$ cat src/rtl/erps_pkg.sv
`timescale 1ns / 1ps

package erps_pkg;

    localparam int MM_W      = 12;
    localparam int SPEED_W   = 10;
    localparam int OUT_CNT_W = 32;
    localparam int CFG_IDX_W = 2;
    localparam int CFG_W     = 12;

    // speed [m/s] * t [ns] / 2e6 gives the one-way distance in mm
    localparam int unsigned HALF_MM_SCALE = 2000000;

    // 2e6 = 2^7 * 15625: drop 7 bits, then multiply by ceil(2^40 / 15625).
    // Exact for every shifted product below 4096 * 15625; anything at or
    // above that is out of range anyway.
    localparam int                    DIST_PRE_SH = 7;
    localparam int                    DIST_X_W    = 26;
    localparam int                    DIST_RCP_W  = 27;
    localparam int                    DIST_RCP_SH = 40;
    localparam logic [63:0]           DIST_LIMIT  = 64'd64000000;
    localparam logic [DIST_RCP_W-1:0] DIST_RCP    = 27'd70368745;

    localparam logic [MM_W-1:0]    MAX_VALID_RST = 12'd2000;
    localparam logic [SPEED_W-1:0] SPEED_RST     = 10'd343;
    localparam logic [MM_W-1:0]    MIN_START_RST = 12'd2500;

    typedef enum logic [CFG_IDX_W-1:0] {
        CFG_MAX_VALID = 2'd0,
        CFG_SPEED     = 2'd1,
        CFG_MIN_START = 2'd2
    } t_cfg_idx;

    typedef enum logic [1:0] {
        K_MEASURE = 2'd0,
        K_MISS    = 2'd1,
        K_CLEAR   = 2'd2
    } t_kind;

    typedef struct packed {
        logic  valid;
        t_kind kind;
    } t_head;

    typedef struct packed {
        logic [MM_W-1:0]    max_valid;
        logic [SPEED_W-1:0] speed;
        logic [MM_W-1:0]    min_start;
    } t_cfg;

    typedef enum logic [2:0] {
        B_IDLE,
        B_MUL,
        B_DIST,
        B_UPDATE,
        B_AVG,
        B_AVG_WAIT,
        B_OUT
    } t_bstate;

endpackage

$ cat src/rtl/echo_pulse_range_statistics.sv
`timescale 1ns / 1ps

// Ultrasonic time-of-flight range statistics. Each input transfer is either
// a measurement (echo flag plus echo high time in ns) or a clear command;
// each one yields exactly one output transfer carrying the current
// statistics. Distance is floor(speed * pulse_ns / 2e6) mm; it counts as a
// valid reading only with an echo and at or below max_valid_mm. Attempt and
// valid counters saturate; once the valid counter is full, later readings
// still update last/min/max but not the sum. A two-entry input queue lets a
// new item in while a result waits on the output register. A measurement
// goes through the multiply, distance, update, average and output states; a
// clear or a missed echo goes straight to average, and the divider is
// skipped when the valid count is zero. The next item is taken from the
// queue once the result is loaded into the output register. The distance
// comes from two registered multiplies; the average from one 12-step
// shift-subtract divider. Configuration writes must happen only while the
// block is idle; min_start_mm takes effect at the next clear.

module echo_pulse_range_statistics
    import erps_pkg::*;
#(
    parameter int COUNT_WIDTH = 32,
    parameter int PULSE_WIDTH = 24
) (
    input  logic                   i_clk,
    input  logic                   i_rst_n,
    input  logic                   i_cfg_we,
    input  logic [CFG_IDX_W-1:0]   i_cfg_idx,
    input  logic [CFG_W-1:0]       i_cfg_data,
    input  logic                   i_valid,
    output logic                   o_stall,
    input  logic                   i_action,
    input  logic                   i_echo_seen,
    input  logic [PULSE_WIDTH-1:0] i_pulse_ns,
    output logic                   o_valid,
    input  logic                   i_stall,
    output logic                   o_reading_valid,
    output logic [MM_W-1:0]        o_last_mm,
    output logic [MM_W-1:0]        o_min_mm,
    output logic [MM_W-1:0]        o_max_mm,
    output logic [MM_W-1:0]        o_average_mm,
    output logic [OUT_CNT_W-1:0]   o_attempt_count,
    output logic [OUT_CNT_W-1:0]   o_valid_count
);

    t_cfg                   r_cfg;
    t_head                  w_head;
    logic [PULSE_WIDTH-1:0] w_pulse;
    logic                   w_pop;

    always_ff @(posedge i_clk) begin
        if (!i_rst_n) begin
            r_cfg.max_valid <= MAX_VALID_RST;
            r_cfg.speed     <= SPEED_RST;
            r_cfg.min_start <= MIN_START_RST;
        end else if (i_cfg_we) begin
            unique case (i_cfg_idx)
                CFG_MAX_VALID: r_cfg.max_valid <= i_cfg_data[MM_W-1:0];
                CFG_SPEED:     r_cfg.speed     <= i_cfg_data[SPEED_W-1:0];
                CFG_MIN_START: r_cfg.min_start <= i_cfg_data[MM_W-1:0];
                default: begin
                end
            endcase
        end
    end

    erps_front #(
        .PULSE_WIDTH (PULSE_WIDTH)
    ) u_front (
        .i_clk       (i_clk),
        .i_rst_n     (i_rst_n),
        .i_valid     (i_valid),
        .o_stall     (o_stall),
        .i_action    (i_action),
        .i_echo_seen (i_echo_seen),
        .i_pulse_ns  (i_pulse_ns),
        .i_pop       (w_pop),
        .o_head      (w_head),
        .o_pulse     (w_pulse)
    );

    erps_back #(
        .COUNT_WIDTH (COUNT_WIDTH),
        .PULSE_WIDTH (PULSE_WIDTH)
    ) u_back (
        .i_clk           (i_clk),
        .i_rst_n         (i_rst_n),
        .i_cfg           (r_cfg),
        .i_head          (w_head),
        .i_pulse         (w_pulse),
        .o_pop           (w_pop),
        .o_valid         (o_valid),
        .i_stall         (i_stall),
        .o_reading_valid (o_reading_valid),
        .o_last_mm       (o_last_mm),
        .o_min_mm        (o_min_mm),
        .o_max_mm        (o_max_mm),
        .o_average_mm    (o_average_mm),
        .o_attempt_count (o_attempt_count),
        .o_valid_count   (o_valid_count)
    );

endmodule

$ cat src/rtl/erps_front.sv
`timescale 1ns / 1ps

module erps_front
    import erps_pkg::*;
#(
    parameter int PULSE_WIDTH = 24
) (
    input  logic                   i_clk,
    input  logic                   i_rst_n,
    input  logic                   i_valid,
    output logic                   o_stall,
    input  logic                   i_action,
    input  logic                   i_echo_seen,
    input  logic [PULSE_WIDTH-1:0] i_pulse_ns,
    input  logic                   i_pop,
    output t_head                  o_head,
    output logic [PULSE_WIDTH-1:0] o_pulse
);

    logic [1:0]             r_vld, n_vld;
    t_kind                  r_kind  [0:1];
    t_kind                  n_kind  [0:1];
    logic [PULSE_WIDTH-1:0] r_pulse [0:1];
    logic [PULSE_WIDTH-1:0] n_pulse [0:1];
    t_kind                  w_kind;
    logic                   w_push;

    always_comb begin
        priority if (i_action) begin
            w_kind = K_CLEAR;
        end else if (i_echo_seen) begin
            w_kind = K_MEASURE;
        end else begin
            w_kind = K_MISS;
        end
    end

    assign o_stall = r_vld[1];
    assign w_push  = i_valid && !r_vld[1];

    // two-entry queue, head always in slot 0
    always_comb begin
        n_vld   = r_vld;
        n_kind  = r_kind;
        n_pulse = r_pulse;
        if (i_pop) begin
            n_vld      = {1'b0, r_vld[1]};
            n_kind[0]  = r_kind[1];
            n_pulse[0] = r_pulse[1];
        end
        if (w_push) begin
            if (!n_vld[0]) begin
                n_vld[0]   = 1'b1;
                n_kind[0]  = w_kind;
                n_pulse[0] = i_pulse_ns;
            end else begin
                n_vld[1]   = 1'b1;
                n_kind[1]  = w_kind;
                n_pulse[1] = i_pulse_ns;
            end
        end
    end

    always_ff @(posedge i_clk) begin
        if (!i_rst_n) begin
            r_vld <= '0;
        end else begin
            r_vld <= n_vld;
        end
    end

    always_ff @(posedge i_clk) begin
        r_kind  <= n_kind;
        r_pulse <= n_pulse;
    end

    assign o_head.valid = r_vld[0];
    assign o_head.kind  = r_kind[0];
    assign o_pulse      = r_pulse[0];

endmodule

$ cat src/rtl/erps_div.sv
`timescale 1ns / 1ps

module erps_div
    import erps_pkg::*;
#(
    parameter int DW  = 44,
    parameter int DVW = 32
) (
    input  logic            i_clk,
    input  logic            i_rst_n,
    input  logic            i_start,
    input  logic [DW-1:0]   i_dividend,
    input  logic [DVW-1:0]  i_divisor,
    output logic            o_done,
    output logic [MM_W-1:0] o_quot
);

    localparam int SHW   = DVW + MM_W - 1;
    localparam int CNT_W = $clog2(MM_W);
    localparam logic [CNT_W-1:0] CNT_LAST = CNT_W'(MM_W - 1);

    logic             r_busy;
    logic             r_done;
    logic [CNT_W-1:0] r_cnt;
    logic [DW-1:0]    r_rem;
    logic [SHW-1:0]   r_sh;
    logic [MM_W-1:0]  r_q;
    logic             w_ge;

    assign w_ge = r_rem >= DW'(r_sh);

    always_ff @(posedge i_clk) begin
        if (!i_rst_n) begin
            r_busy <= 1'b0;
            r_done <= 1'b0;
            r_cnt  <= '0;
        end else begin
            r_done <= 1'b0;
            if (i_start) begin
                r_busy <= 1'b1;
                r_cnt  <= '0;
            end else if (r_busy) begin
                r_cnt <= r_cnt + 1'b1;
                if (r_cnt == CNT_LAST) begin
                    r_busy <= 1'b0;
                    r_done <= 1'b1;
                end
            end
        end
    end

    // restoring shift-subtract, one quotient bit per cycle, msb first
    always_ff @(posedge i_clk) begin
        if (i_start) begin
            r_rem <= i_dividend;
            r_sh  <= {i_divisor, (MM_W - 1)'(0)};
            r_q   <= '0;
        end else if (r_busy) begin
            if (w_ge) begin
                r_rem <= r_rem - DW'(r_sh);
            end
            r_q  <= {r_q[MM_W-2:0], w_ge};
            r_sh <= r_sh >> 1;
        end
    end

    assign o_done = r_done;
    assign o_quot = r_q;

    a_start_idle : assert property (@(posedge i_clk) disable iff (!i_rst_n)
        i_start |-> !r_busy)
        else $error("divider started while busy");

    a_done_after_last : assert property (@(posedge i_clk) disable iff (!i_rst_n)
        (r_busy && r_cnt == CNT_LAST && !i_start) |=> r_done)
        else $error("divider did not finish after last step");

endmodule

$ cat src/rtl/erps_back.sv
`timescale 1ns / 1ps

module erps_back
    import erps_pkg::*;
#(
    parameter int COUNT_WIDTH = 32,
    parameter int PULSE_WIDTH = 24
) (
    input  logic                   i_clk,
    input  logic                   i_rst_n,
    input  t_cfg                   i_cfg,
    input  t_head                  i_head,
    input  logic [PULSE_WIDTH-1:0] i_pulse,
    output logic                   o_pop,
    output logic                   o_valid,
    input  logic                   i_stall,
    output logic                   o_reading_valid,
    output logic [MM_W-1:0]        o_last_mm,
    output logic [MM_W-1:0]        o_min_mm,
    output logic [MM_W-1:0]        o_max_mm,
    output logic [MM_W-1:0]        o_average_mm,
    output logic [OUT_CNT_W-1:0]   o_attempt_count,
    output logic [OUT_CNT_W-1:0]   o_valid_count
);

    localparam int SUM_W  = COUNT_WIDTH + MM_W;
    localparam int PROD_W = PULSE_WIDTH + SPEED_W;

    t_bstate r_state, n_state;

    logic [PULSE_WIDTH-1:0] r_pulse, n_pulse;
    logic [PROD_W-1:0]      r_prod, n_prod;
    logic [PROD_W-1:0]      w_prod;
    logic [MM_W-1:0]        r_dist, n_dist;
    logic                   r_far, n_far;
    logic                   r_ok, n_ok;
    logic [MM_W-1:0]        r_avg, n_avg;

    logic [MM_W-1:0]        r_last, n_last;
    logic [MM_W-1:0]        r_min, n_min;
    logic [MM_W-1:0]        r_max, n_max;
    logic [SUM_W-1:0]       r_sum, n_sum;
    logic [COUNT_WIDTH-1:0] r_attempts, n_attempts;
    logic [COUNT_WIDTH-1:0] r_accepted, n_accepted;

    logic                   r_out_valid, n_out_valid;
    logic                   r_o_ok, n_o_ok;
    logic [MM_W-1:0]        r_o_last, n_o_last;
    logic [MM_W-1:0]        r_o_min, n_o_min;
    logic [MM_W-1:0]        r_o_max, n_o_max;
    logic [MM_W-1:0]        r_o_avg, n_o_avg;
    logic [OUT_CNT_W-1:0]   r_o_att, n_o_att;
    logic [OUT_CNT_W-1:0]   r_o_acc, n_o_acc;

    logic [63:0]                    w_x;
    logic                           w_far;
    logic [DIST_X_W+DIST_RCP_W-1:0] w_rcp_prod;
    logic [MM_W-1:0]                w_dist;

    logic                   w_div_start;
    logic                   w_div_done;
    logic [MM_W-1:0]        w_div_quot;

    assign w_prod = i_cfg.speed * r_pulse;

    // distance by reciprocal multiplication; w_far flags anything above 4095 mm
    assign w_x        = 64'(r_prod[PROD_W-1:DIST_PRE_SH]);
    assign w_far      = w_x >= DIST_LIMIT;
    assign w_rcp_prod = w_x[DIST_X_W-1:0] * DIST_RCP;
    assign w_dist     = w_rcp_prod[DIST_RCP_SH +: MM_W];

    erps_div #(
        .DW  (SUM_W),
        .DVW (COUNT_WIDTH)
    ) u_div (
        .i_clk      (i_clk),
        .i_rst_n    (i_rst_n),
        .i_start    (w_div_start),
        .i_dividend (r_sum),
        .i_divisor  (r_accepted),
        .o_done     (w_div_done),
        .o_quot     (w_div_quot)
    );

    always_ff @(posedge i_clk) begin
        if (!i_rst_n) begin
            r_state <= B_IDLE;
        end else begin
            r_state <= n_state;
        end
    end

    always_comb begin
        n_state        = r_state;
        n_pulse        = r_pulse;
        n_prod         = r_prod;
        n_dist         = r_dist;
        n_far          = r_far;
        n_ok           = r_ok;
        n_avg          = r_avg;
        n_last         = r_last;
        n_min          = r_min;
        n_max          = r_max;
        n_sum          = r_sum;
        n_attempts     = r_attempts;
        n_accepted     = r_accepted;
        n_out_valid    = r_out_valid && i_stall;
        n_o_ok         = r_o_ok;
        n_o_last       = r_o_last;
        n_o_min        = r_o_min;
        n_o_max        = r_o_max;
        n_o_avg        = r_o_avg;
        n_o_att        = r_o_att;
        n_o_acc        = r_o_acc;
        o_pop          = 1'b0;
        w_div_start    = 1'b0;

        unique case (r_state)
            B_IDLE: begin
                if (i_head.valid) begin
                    o_pop   = 1'b1;
                    n_pulse = i_pulse;
                    n_ok    = 1'b0;
                    unique case (i_head.kind)
                        K_CLEAR: begin
                            n_min      = i_cfg.min_start;
                            n_max      = '0;
                            n_sum      = '0;
                            n_attempts = '0;
                            n_accepted = '0;
                            n_state    = B_AVG;
                        end
                        K_MISS: begin
                            if (r_attempts != '1) begin
                                n_attempts = r_attempts + 1'b1;
                            end
                            n_state = B_AVG;
                        end
                        K_MEASURE: begin
                            if (r_attempts != '1) begin
                                n_attempts = r_attempts + 1'b1;
                            end
                            n_state = B_MUL;
                        end
                        default: begin
                            n_state = B_AVG;
                        end
                    endcase
                end
            end
            B_MUL: begin
                n_prod  = w_prod;
                n_state = B_DIST;
            end
            B_DIST: begin
                n_dist  = w_dist;
                n_far   = w_far;
                n_state = B_UPDATE;
            end
            B_UPDATE: begin
                if (!r_far && r_dist <= i_cfg.max_valid) begin
                    n_ok   = 1'b1;
                    n_last = r_dist;
                    if (r_dist < r_min) begin
                        n_min = r_dist;
                    end
                    if (r_dist > r_max) begin
                        n_max = r_dist;
                    end
                    // a full valid count freezes the sum as well
                    if (r_accepted != '1) begin
                        n_accepted = r_accepted + 1'b1;
                        n_sum      = r_sum + SUM_W'(r_dist);
                    end
                end
                n_state = B_AVG;
            end
            B_AVG: begin
                if (r_accepted == '0) begin
                    n_avg   = '0;
                    n_state = B_OUT;
                end else begin
                    w_div_start = 1'b1;
                    n_state     = B_AVG_WAIT;
                end
            end
            B_AVG_WAIT: begin
                if (w_div_done) begin
                    n_avg   = w_div_quot;
                    n_state = B_OUT;
                end
            end
            B_OUT: begin
                if (!r_out_valid || !i_stall) begin
                    n_out_valid = 1'b1;
                    n_o_ok      = r_ok;
                    n_o_last    = r_last;
                    n_o_min     = r_min;
                    n_o_max     = r_max;
                    n_o_avg     = r_avg;
                    n_o_att     = OUT_CNT_W'(r_attempts);
                    n_o_acc     = OUT_CNT_W'(r_accepted);
                    n_state     = B_IDLE;
                end
            end
            default: begin
                n_state = B_IDLE;
            end
        endcase
    end

    always_ff @(posedge i_clk) begin
        if (!i_rst_n) begin
            r_last      <= '0;
            r_min       <= MIN_START_RST;
            r_max       <= '0;
            r_sum       <= '0;
            r_attempts  <= '0;
            r_accepted  <= '0;
            r_out_valid <= 1'b0;
        end else begin
            r_last      <= n_last;
            r_min       <= n_min;
            r_max       <= n_max;
            r_sum       <= n_sum;
            r_attempts  <= n_attempts;
            r_accepted  <= n_accepted;
            r_out_valid <= n_out_valid;
        end
    end

    always_ff @(posedge i_clk) begin
        r_pulse  <= n_pulse;
        r_prod   <= n_prod;
        r_dist   <= n_dist;
        r_far    <= n_far;
        r_ok     <= n_ok;
        r_avg    <= n_avg;
        r_o_ok   <= n_o_ok;
        r_o_last <= n_o_last;
        r_o_min  <= n_o_min;
        r_o_max  <= n_o_max;
        r_o_avg  <= n_o_avg;
        r_o_att  <= n_o_att;
        r_o_acc  <= n_o_acc;
    end

    assign o_valid         = r_out_valid;
    assign o_reading_valid = r_o_ok;
    assign o_last_mm       = r_o_last;
    assign o_min_mm        = r_o_min;
    assign o_max_mm        = r_o_max;
    assign o_average_mm    = r_o_avg;
    assign o_attempt_count = r_o_att;
    assign o_valid_count   = r_o_acc;

    a_min_le_max : assert property (@(posedge i_clk) disable iff (!i_rst_n)
        (r_accepted != '0) |-> (r_min <= r_max))
        else $error("min above max with accepted readings");

    a_acc_le_att : assert property (@(posedge i_clk) disable iff (!i_rst_n)
        r_accepted <= r_attempts)
        else $error("valid count exceeds attempt count");

endmodule

$ cat config.mk
export PLATFORM = sky130hd
export DESIGN_NAME = echo_pulse_range_statistics
export DESIGN_NICKNAME = d
export VERILOG_FILES = /design/src/rtl/erps_pkg.sv /design/src/rtl/echo_pulse_range_statistics.sv /design/src/rtl/erps_front.sv /design/src/rtl/erps_div.sv /design/src/rtl/erps_back.sv
export SDC_FILE = /design/constraint.sdc
export NUM_CORES = 2
export LEC_CHECK = 0
export ABC_CLOCK_PERIOD_IN_PS = 9000
export BUFFER_PORTS_ARGS = -buffer_cell sky130_fd_sc_hd__clkbuf_2
export CAP_MARGIN = 25
export CORE_ASPECT_RATIO = 0.75
export CORE_UTILIZATION = 45
export CTS_BUF_LIST = sky130_fd_sc_hd__clkbuf_8
export DETAILED_ROUTE_END_ITERATION = 8
export GPL_ROUTABILITY_DRIVEN = 0
export SLEW_MARGIN = 5
export SYNTH_ARGS = -nofsm -noshare
export SYNTH_HDL_FRONTEND = slang
export SYNTH_SLANG_ARGS = --single-unit
$ cat constraint.sdc
create_clock -name i_clk -period 9 [get_ports i_clk]
set_clock_uncertainty 0.1 [all_clocks]
set_input_delay 0.45 -clock i_clk [delete_from_list [all_inputs] [get_ports i_clk]]
set_output_delay 0.45 -clock i_clk [all_outputs]
set_load 0.005 [all_outputs]
==> Yosys cells after proc, flatten, opt, wreduce, memory -nomap -nowiden <==
Cells that the tools add are included.
{ "word_totals": {"input_bits": 45, "ff_bits": 538, "out_inout_bits": 115, "wordCells": 170} }
{ "classes": {"bitwise": 2, "muxes": 62, "eq_ne": 23, "reduce_logical": 35, "magnitude_cmp": 5, "multipliers": 2, "n_addsub": 5} }
{ "op_table": {"columns": ["operator", "n"], "rows": [
  ["2-to-1 mux 44 bit", 7],
  ["2-to-1 mux 32 bit", 5],
  ["case mux 32 bit (2 select lines)", 2],
  ["2-to-1 mux 12 bit", 10],
  ["case mux 44 bit (2 select lines)", 1],
  ["2-to-1 mux 43 bit", 2],
  ["2-to-1 mux 24 bit", 3],
  ["case mux 12 bit (2 select lines)", 3],
  ["adder 32 x 1 -> 32 bit (second input constant)", 2],
  ["inequality test 32 bit (second input constant)", 2],
  ["multiplier 26 x 27 -> 52 bit (second input constant)", 1],
  ["2-to-1 mux 48 bit", 1],
  ["adder 44 x 12 -> 44 bit", 1],
  ["greater-or-equal comparator 44 x 43 -> 1 bit", 1],
  ["subtractor 44 x 43 -> 44 bit", 1],
  ["multiplier 10 x 24 -> 34 bit", 1],
  ["zero test 32 bit", 1],
  ["greater-or-equal comparator 27 x 26 -> 1 bit (second input constant)", 1],
  ["case mux 3 bit (7 select lines)", 1],
  ["AND reduction 2 bit", 8],
  ["AND reduction 5 bit", 3],
  ["2-to-1 mux 1 bit", 14],
  ["2-to-1 mux 2 bit", 7],
  ["inequality test 2 x 1 -> 1 bit (second input constant)", 7],
  ["other kinds (25)", 49]
]} }

==> Logic depth before layout (Yosys ltp) <==
{ "logic_depth": {"word_depth": 5, "ltp_mapped": 26, "mapped_depth_nobuf": 26} }

==> Hierarchy <==
Synthesis repeated with hierarchy kept, for this count alone.
{ "hier_totals": {"hier_cells": 4135, "area_unflattened_um2": 42356.9} }
{ "modules_own_cells": {"columns": ["module", "cells_each", "area_each_um2", "seq_area_each_um2", "n_inst"], "rows": [
  ["erps_back", 3088, 31621.6, 8668.3, 1],
  ["erps_div", 758, 6965.4, 2862.7, 1],
  ["erps_front", 148, 2353.5, 1341.3, 1],
  ["echo_pulse_range_statistics", 141, 1416.4, 680.7, 1]
]} }

==> Least setup slack after synthesis <==
OpenSTA, ideal clock, no wires.
{ "synth_path": {"path_type": "reg-to-reg", "start": "register u_back.r_state[2]", "end": "register u_back.r_o_att[0], in the netlist u_back.o_attempt_count[0], enable pin", "synth_period_minus_slack_ns": 7.101, "path_stages_with_launch": 5, "required_ns": 8.278, "arrival_time_ns": 6.379, "path_slack_ns": 1.899, "n_path_buf": 1, "setup_ns": 0.622, "cell_sequence": "dfxtp_1 clkbuf_1 nor2b_1 nand2_1 a21oi_1"} }
{ "synth_via": {"elab_chain_len": 2} }
{ "synth_lines": {"columns": ["item", "line_no", "rtl"], "rows": [
  ["start, declared", "erps_back.sv:29", "t_bstate r_state, n_state;"],
  ["start signal, assigned", "erps_back.sv:89", "r_state <= n_state;"],
  ["equality test 3 bit", "erps_back.sv:118", "unique case (r_state)"],
  ["AND reduction 2 bit (no line)", null, null],
  ["end signal, assigned", "erps_back.sv:244", "r_o_att <= n_o_att;"],
  ["end, declared", "erps_back.sv:52", "logic [OUT_CNT_W-1:0] r_o_att, n_o_att;"]
]} }
Every way passes these cells.
A chain may end at the register's enable or synchronous reset.

==> Final worst setup path <==
{ "layout_path": {"start": "register u_back.r_prod[15]", "end": "register u_back.r_dist[9] (data pin)"} }
{ "layout_via": {"elab_chain_len": 1} }
{ "layout_lines": {"columns": ["item", "line_no", "rtl"], "rows": [
  ["start, declared", "erps_back.sv:32", "logic [PROD_W-1:0] r_prod, n_prod;"],
  ["start signal, assigned", "erps_back.sv:234", "r_prod <= n_prod;"],
  ["multiplier 26 x 27 -> 52 bit", "erps_back.sv:69", "assign w_rcp_prod = w_x[DIST_X_W-1:0] * DIST_RCP;"],
  ["via u_back.w_rcp_prod[49]", "erps_back.sv:57", "logic [DIST_X_W+DIST_RCP_W-1:0] w_rcp_prod;"],
  ["end signal, assigned", "erps_back.sv:235", "r_dist <= n_dist;"],
  ["end, declared", "erps_back.sv:34", "logic [MM_W-1:0] r_dist, n_dist;"]
]} }
The timed path passes the listed nets, and every way through them passes these cells.

==> run_summary.xml <==
<?xml version="1.0" encoding="UTF-8"?>
<metrics>
  <group name="clocking">
    <metric name="postCtsResizedCells" unit="">0</metric>
    <metric name="cts.root.buffer_cell" unit="">sky130_fd_sc_hd__clkbuf_8</metric>
    <metric name="cts_made_buffers" unit="">85</metric>
    <metric name="clock_tree.buffer_depth" unit="">3</metric>
    <metric name="htreeDepth" unit="">3</metric>
    <metric name="post_cts_buffers" unit="">0</metric>
    <metric name="clock_insertion_delay_at_the_later_pin_of_the_skew_report" unit="ps">750</metric>
    <metric name="tritoncts" unit="">built</metric>
    <metric name="clk_pin_slew_worst_paths" unit="ps">70</metric>
    <metric name="cts_num_sinks" unit="">531</metric>
  </group>
  <group name="min_path">
    <metric name="hold_class" unit="">primary input to flip-flop</metric>
  </group>
  <group name="detailed_routing">
    <metric name="remaining_drc_errors" unit="">0</metric>
    <metric name="wire_per_inst" unit="um">19.1</metric>
    <metric name="final_wirelength" unit="um">108000</metric>
    <metric name="final_antenna_net_count" unit="">0</metric>
    <metric name="dr.pass1.iters" unit="">5</metric>
    <metric name="via_count" unit="">30168</metric>
    <metric name="vias_per_cell" unit="">5.33</metric>
    <metric name="first_iter_violations" unit="">2427</metric>
  </group>
  <group name="yosys">
    <metric name="simple_gate_share_of_the_synthesized_area" unit="">0.139</metric>
    <metric name="synth_xor_area_frac" unit="">0.0250</metric>
    <metric name="synth_sequential_area_ratio" unit="">0.327</metric>
    <metric name="synth-edff-count" unit="">292</metric>
    <metric name="yosys.area_share.adder" unit="">0.329</metric>
    <metric name="ys_seq_elements" unit="">531</metric>
    <metric name="synth_area_per_cell" unit="um^2">9.85</metric>
    <metric name="synth_ff_type" unit="">sky130_fd_sc_hd__edfxtp_1</metric>
    <metric name="synth_cell_types" unit="">75</metric>
    <metric name="synth_compound_area_frac" unit="">0.0980</metric>
    <metric name="synth_top_family_by_area" unit="">adder cells</metric>
    <metric name="mux_cell_area_share_after_synthesis" unit="">0.00921</metric>
    <metric name="async_s_r_ff_share_synth" unit="">0</metric>
    <metric name="yosysWarningCount" unit="">0</metric>
    <metric name="syn_nets" unit="">5094</metric>
    <metric name="post_synth_design_cell_area" unit="mm^2">0.0414</metric>
    <metric name="synthCells" unit="">4206</metric>
  </group>
  <group name="setup_path">
    <metric name="cells_along_the_critical_path" unit="">inv_1, fa_1, inv_1, fa_1, fa_1, inv_1, fa_1, inv_1, fa_1, fa_1, inv_1, fa_1, inv_1, ha_1, and3_1, a221oi_1, a21boi_0, o21ai_0, a41oi_1, o21ai_1, a221oi_1, o21bai_1, a21oi_1, xnor2_1</metric>
    <metric name="cell_with_the_largest_stage_delay_on_the_worst_path" unit="">sky130_fd_sc_hd__fa_1</metric>
    <metric name="worstPathBufferInverterCount" unit="">6</metric>
    <metric name="critPathMaxStageDelay" unit="ps">600</metric>
    <metric name="rrSetupSlack" unit="ps">1390</metric>
    <metric name="criticalPathCategory" unit="">flip-flop to flip-flop</metric>
    <metric name="critical_path.endpoint_type" unit="">flip-flop</metric>
    <metric name="cp-start-kind" unit="">flip-flop</metric>
    <metric name="required_time_of_the_critical_path" unit="ps">9370</metric>
    <metric name="critPathTopFamily" unit="">adder cells</metric>
    <metric name="crit_fanout" unit="">7</metric>
    <metric name="cpMostUsedCell" unit="">sky130_fd_sc_hd__fa_1</metric>
    <metric name="worst-endpoint-arrival" unit="ps">7980</metric>
  </group>
  <group name="timing">
    <metric name="fin_crit" unit="ps">7610</metric>
    <metric name="max-slew-margin-rel" unit="">0.327</metric>
    <metric name="fin_setup_tns" unit="ps">0</metric>
    <metric name="fmax" unit="MHz">131</metric>
    <metric name="timing.final.crit_share" unit="">0.845</metric>
    <metric name="finalHoldViolCount" unit="">0</metric>
    <metric name="final_max_slew_viol_count" unit="">0</metric>
    <metric name="grt_setup_unrepaired" unit="">false</metric>
    <metric name="worstMarginPinSlew" unit="ps">1000</metric>
    <metric name="setup_viol_count_final" unit="">0</metric>
  </group>
  <group name="layout">
    <metric name="multi_input_comb_area" unit="mm^2">0.0249</metric>
    <metric name="layout_common_cells" unit="">667 x sky130_fd_sc_hd__inv_1, 468 x sky130_fd_sc_hd__nand2_1, 432 x sky130_fd_sc_hd__ha_1</metric>
    <metric name="fillers" unit="">8423</metric>
    <metric name="num-nets-final" unit="">5258</metric>
    <metric name="register_area" unit="mm^2">0.0136</metric>
    <metric name="most_common_cell_after_layout_fill_and_taps_aside" unit="">sky130_fd_sc_hd__inv_1</metric>
    <metric name="layout-drive-gt1-share" unit="">0.0786</metric>
    <metric name="area.growth.synth_to_final" unit="%">9.98</metric>
  </group>
  <group name="global_routing">
    <metric name="pin_count_of_the_biggest_net_entering_global_routing" unit="">84</metric>
    <metric name="grt_pass1_wl" unit="um">169000</metric>
    <metric name="groute.usage.overall" unit="">0.233</metric>
    <metric name="grt_pass1_vias" unit="">29363</metric>
    <metric name="grt_antenna_before_repair" unit="">10</metric>
    <metric name="globalRoute.totalOverflow" unit="">0</metric>
  </group>
  <group name="die">
    <metric name="design.core.area" unit="mm^2">0.0903</metric>
    <metric name="io-pin-count" unit="">160</metric>
    <metric name="start_util" unit="">0.458</metric>
    <metric name="design.die.area" unit="mm^2">0.0933</metric>
    <metric name="die_height" unit="um">265</metric>
    <metric name="rows" unit="">95</metric>
    <metric name="die_x" unit="um">352</metric>
  </group>
  <group name="run">
    <metric name="max_cap_viol" unit="">0</metric>
  </group>
  <group name="place">
    <metric name="detailed_place_hpwl" unit="um">83400</metric>
    <metric name="placement.io_buffers" unit="">159</metric>
  </group>
  <group name="run_status">
    <metric name="run_status" unit="">finished clean</metric>
  </group>
</metrics>
==> logic make-up (layout without fill, tap and decap cells) <==
group	count (synthesis)	in the layout
compound gates	661	661
xor+xnor	118	118
fa+ha+maj	843	843
buf+inv	796	1029
flops	531	531
mux	38	38
other cells	0	4
simple gates	1219	1219
==> layout make-up <==
| class | instances | share of cell area |
|---|---|---|
| antenna | 4 | 0.000220 |
| clock buffer | 92 | 0.0278 |
| clock inverter | 64 | 0.00843 |
| inverter | 634 | 0.0523 |
| multi-input combinational | 2879 | 0.547 |
| sequential | 531 | 0.298 |
| tap | 1212 | 0.0333 |
| timing repair buffer | 239 | 0.0332 |
==> final timing paths <==
check,depth (start not counted),from,to
worst min register to register,0,u_back.r_avg[6],u_back.o_average_mm[6]
worst max register to register,24,u_back.r_prod[15],u_back.r_dist[9]
worst max-delay path,24,u_back.r_prod[15],u_back.r_dist[9]
worst min-delay path,5,i_cfg_idx[1],r_cfg[33]
==> routing by layer <==
layer	routed length (um)	part of all wire	vias up	global-route usage
li1	-	-	14401	-
met1	54800	0.51	14704	0.372
met2	41400	0.38	941	0.307
met3	10300	0.095	112	0.0669
met4	1530	0.014	10	0.0430
met5	58	0.00054	-	0
==> worst min-delay path, stage by stage <==
cell	delay (ps)
sky130_fd_sc_hd__clkbuf_2	160
sky130_fd_sc_hd__nor3b_2	70
sky130_fd_sc_hd__clkbuf_8	180
sky130_fd_sc_hd__nand2_1	80
sky130_fd_sc_hd__a21oi_1	50
==> cells in the mapped netlist, types with 5 or more instances <==
master / n / share of area
sky130_fd_sc_hd__edfxtp_1: 292 / 0.21
sky130_fd_sc_hd__o22ai_1: 5 / 0.00076
sky130_fd_sc_hd__nor4_1: 13 / 0.0020
sky130_fd_sc_hd__o31ai_1: 11 / 0.0020
sky130_fd_sc_hd__o21ai_0: 113 / 0.014
sky130_fd_sc_hd__dfxtp_1: 239 / 0.12
sky130_fd_sc_hd__nand2b_1: 14 / 0.0021
sky130_fd_sc_hd__and3_1: 36 / 0.0054
sky130_fd_sc_hd__a31oi_1: 46 / 0.0069
sky130_fd_sc_hd__and2_1: 119 / 0.018
sky130_fd_sc_hd__a41oi_1: 17 / 0.0036
sky130_fd_sc_hd__xor2_1: 58 / 0.012
sky130_fd_sc_hd__nor3_1: 38 / 0.0046
sky130_fd_sc_hd__a2111oi_0: 6 / 0.0013
sky130_fd_sc_hd__nand4_1: 38 / 0.0057
sky130_fd_sc_hd__buf_2: 11 / 0.0013
sky130_fd_sc_hd__o2111ai_1: 8 / 0.0017
sky130_fd_sc_hd__a221oi_1: 12 / 0.0025
sky130_fd_sc_hd__a21o_1: 78 / 0.014
sky130_fd_sc_hd__nand3b_1: 9 / 0.0016
sky130_fd_sc_hd__or2_2: 14 / 0.0021
sky130_fd_sc_hd__o21ai_1: 49 / 0.0059
sky130_fd_sc_hd__buf_1: 7 / 0.00063
sky130_fd_sc_hd__and4_1: 12 / 0.0025
sky130_fd_sc_hd__or4_1: 13 / 0.0024
sky130_fd_sc_hd__nand4b_1: 10 / 0.0021
sky130_fd_sc_hd__xnor2_1: 60 / 0.013
sky130_fd_sc_hd__o21a_1: 9 / 0.0016
sky130_fd_sc_hd__or3_1: 31 / 0.0047
sky130_fd_sc_hd__inv_1: 633 / 0.057
sky130_fd_sc_hd__nand3_1: 106 / 0.013
sky130_fd_sc_hd__o211ai_1: 19 / 0.0034
sky130_fd_sc_hd__fa_1: 411 / 0.20
sky130_fd_sc_hd__mux2i_1: 37 / 0.0089
sky130_fd_sc_hd__nor2_1: 256 / 0.023
sky130_fd_sc_hd__nor3b_1: 8 / 0.0015
sky130_fd_sc_hd__nand2_1: 470 / 0.043
sky130_fd_sc_hd__ha_1: 432 / 0.13
sky130_fd_sc_hd__o21bai_1: 16 / 0.0029
sky130_fd_sc_hd__a211oi_1: 9 / 0.0016
sky130_fd_sc_hd__nor2b_1: 20 / 0.0030
sky130_fd_sc_hd__a21oi_1: 223 / 0.027
sky130_fd_sc_hd__clkbuf_1: 143 / 0.013
==> repair_timing <==
| item | CTS | global route |
|---|---|---|
| hold buffers | 40 | 2 |
| setup endpoints to repair | 0 | 0 |
| endpoints found under the hold margin | 87 | 1 |
==> state kept, by name (all words and copies together) (netlist names), 3 cells and up <==
signal	flops
u_back.r_sum	44
u_back.u_div.r_rem	44
u_back.u_div.r_sh	43
r_cfg	34
u_back.o_attempt_count	32
u_back.o_valid_count	32
u_back.r_accepted	32
u_back.r_attempts	32
u_back.r_prod	27
u_back.r_pulse	24
u_front.o_pulse	24
u_front.r_pulse	24
u_back.o_average_mm	12
u_back.o_last_mm	12
u_back.o_max_mm	12
u_back.o_min_mm	12
u_back.r_avg	12
u_back.r_dist	12
u_back.r_last	12
u_back.r_max	12
u_back.r_min	12
u_back.u_div.o_quot	12
u_back.u_div.r_cnt	4
u_back.r_state	3
==> through the flow <==
step                utilization  worst slack [ps]  hold WS, ps  std cells  instance area (um^2)
finish                    0.504              1390          187       5655                 45500
global route              0.504              1070          169       5655                 45500
CTS                       0.504              1380         58.3       5647                 45500
detailed placement        0.481              1430          305       5451                 43500
global placement          0.481              1610          305       5449                 43400
floorplan                     -              1900          300       4206                 41400
Power is not shown: default switching activity piles up to over one toggle a cycle in this logic, so the estimate is an artifact.
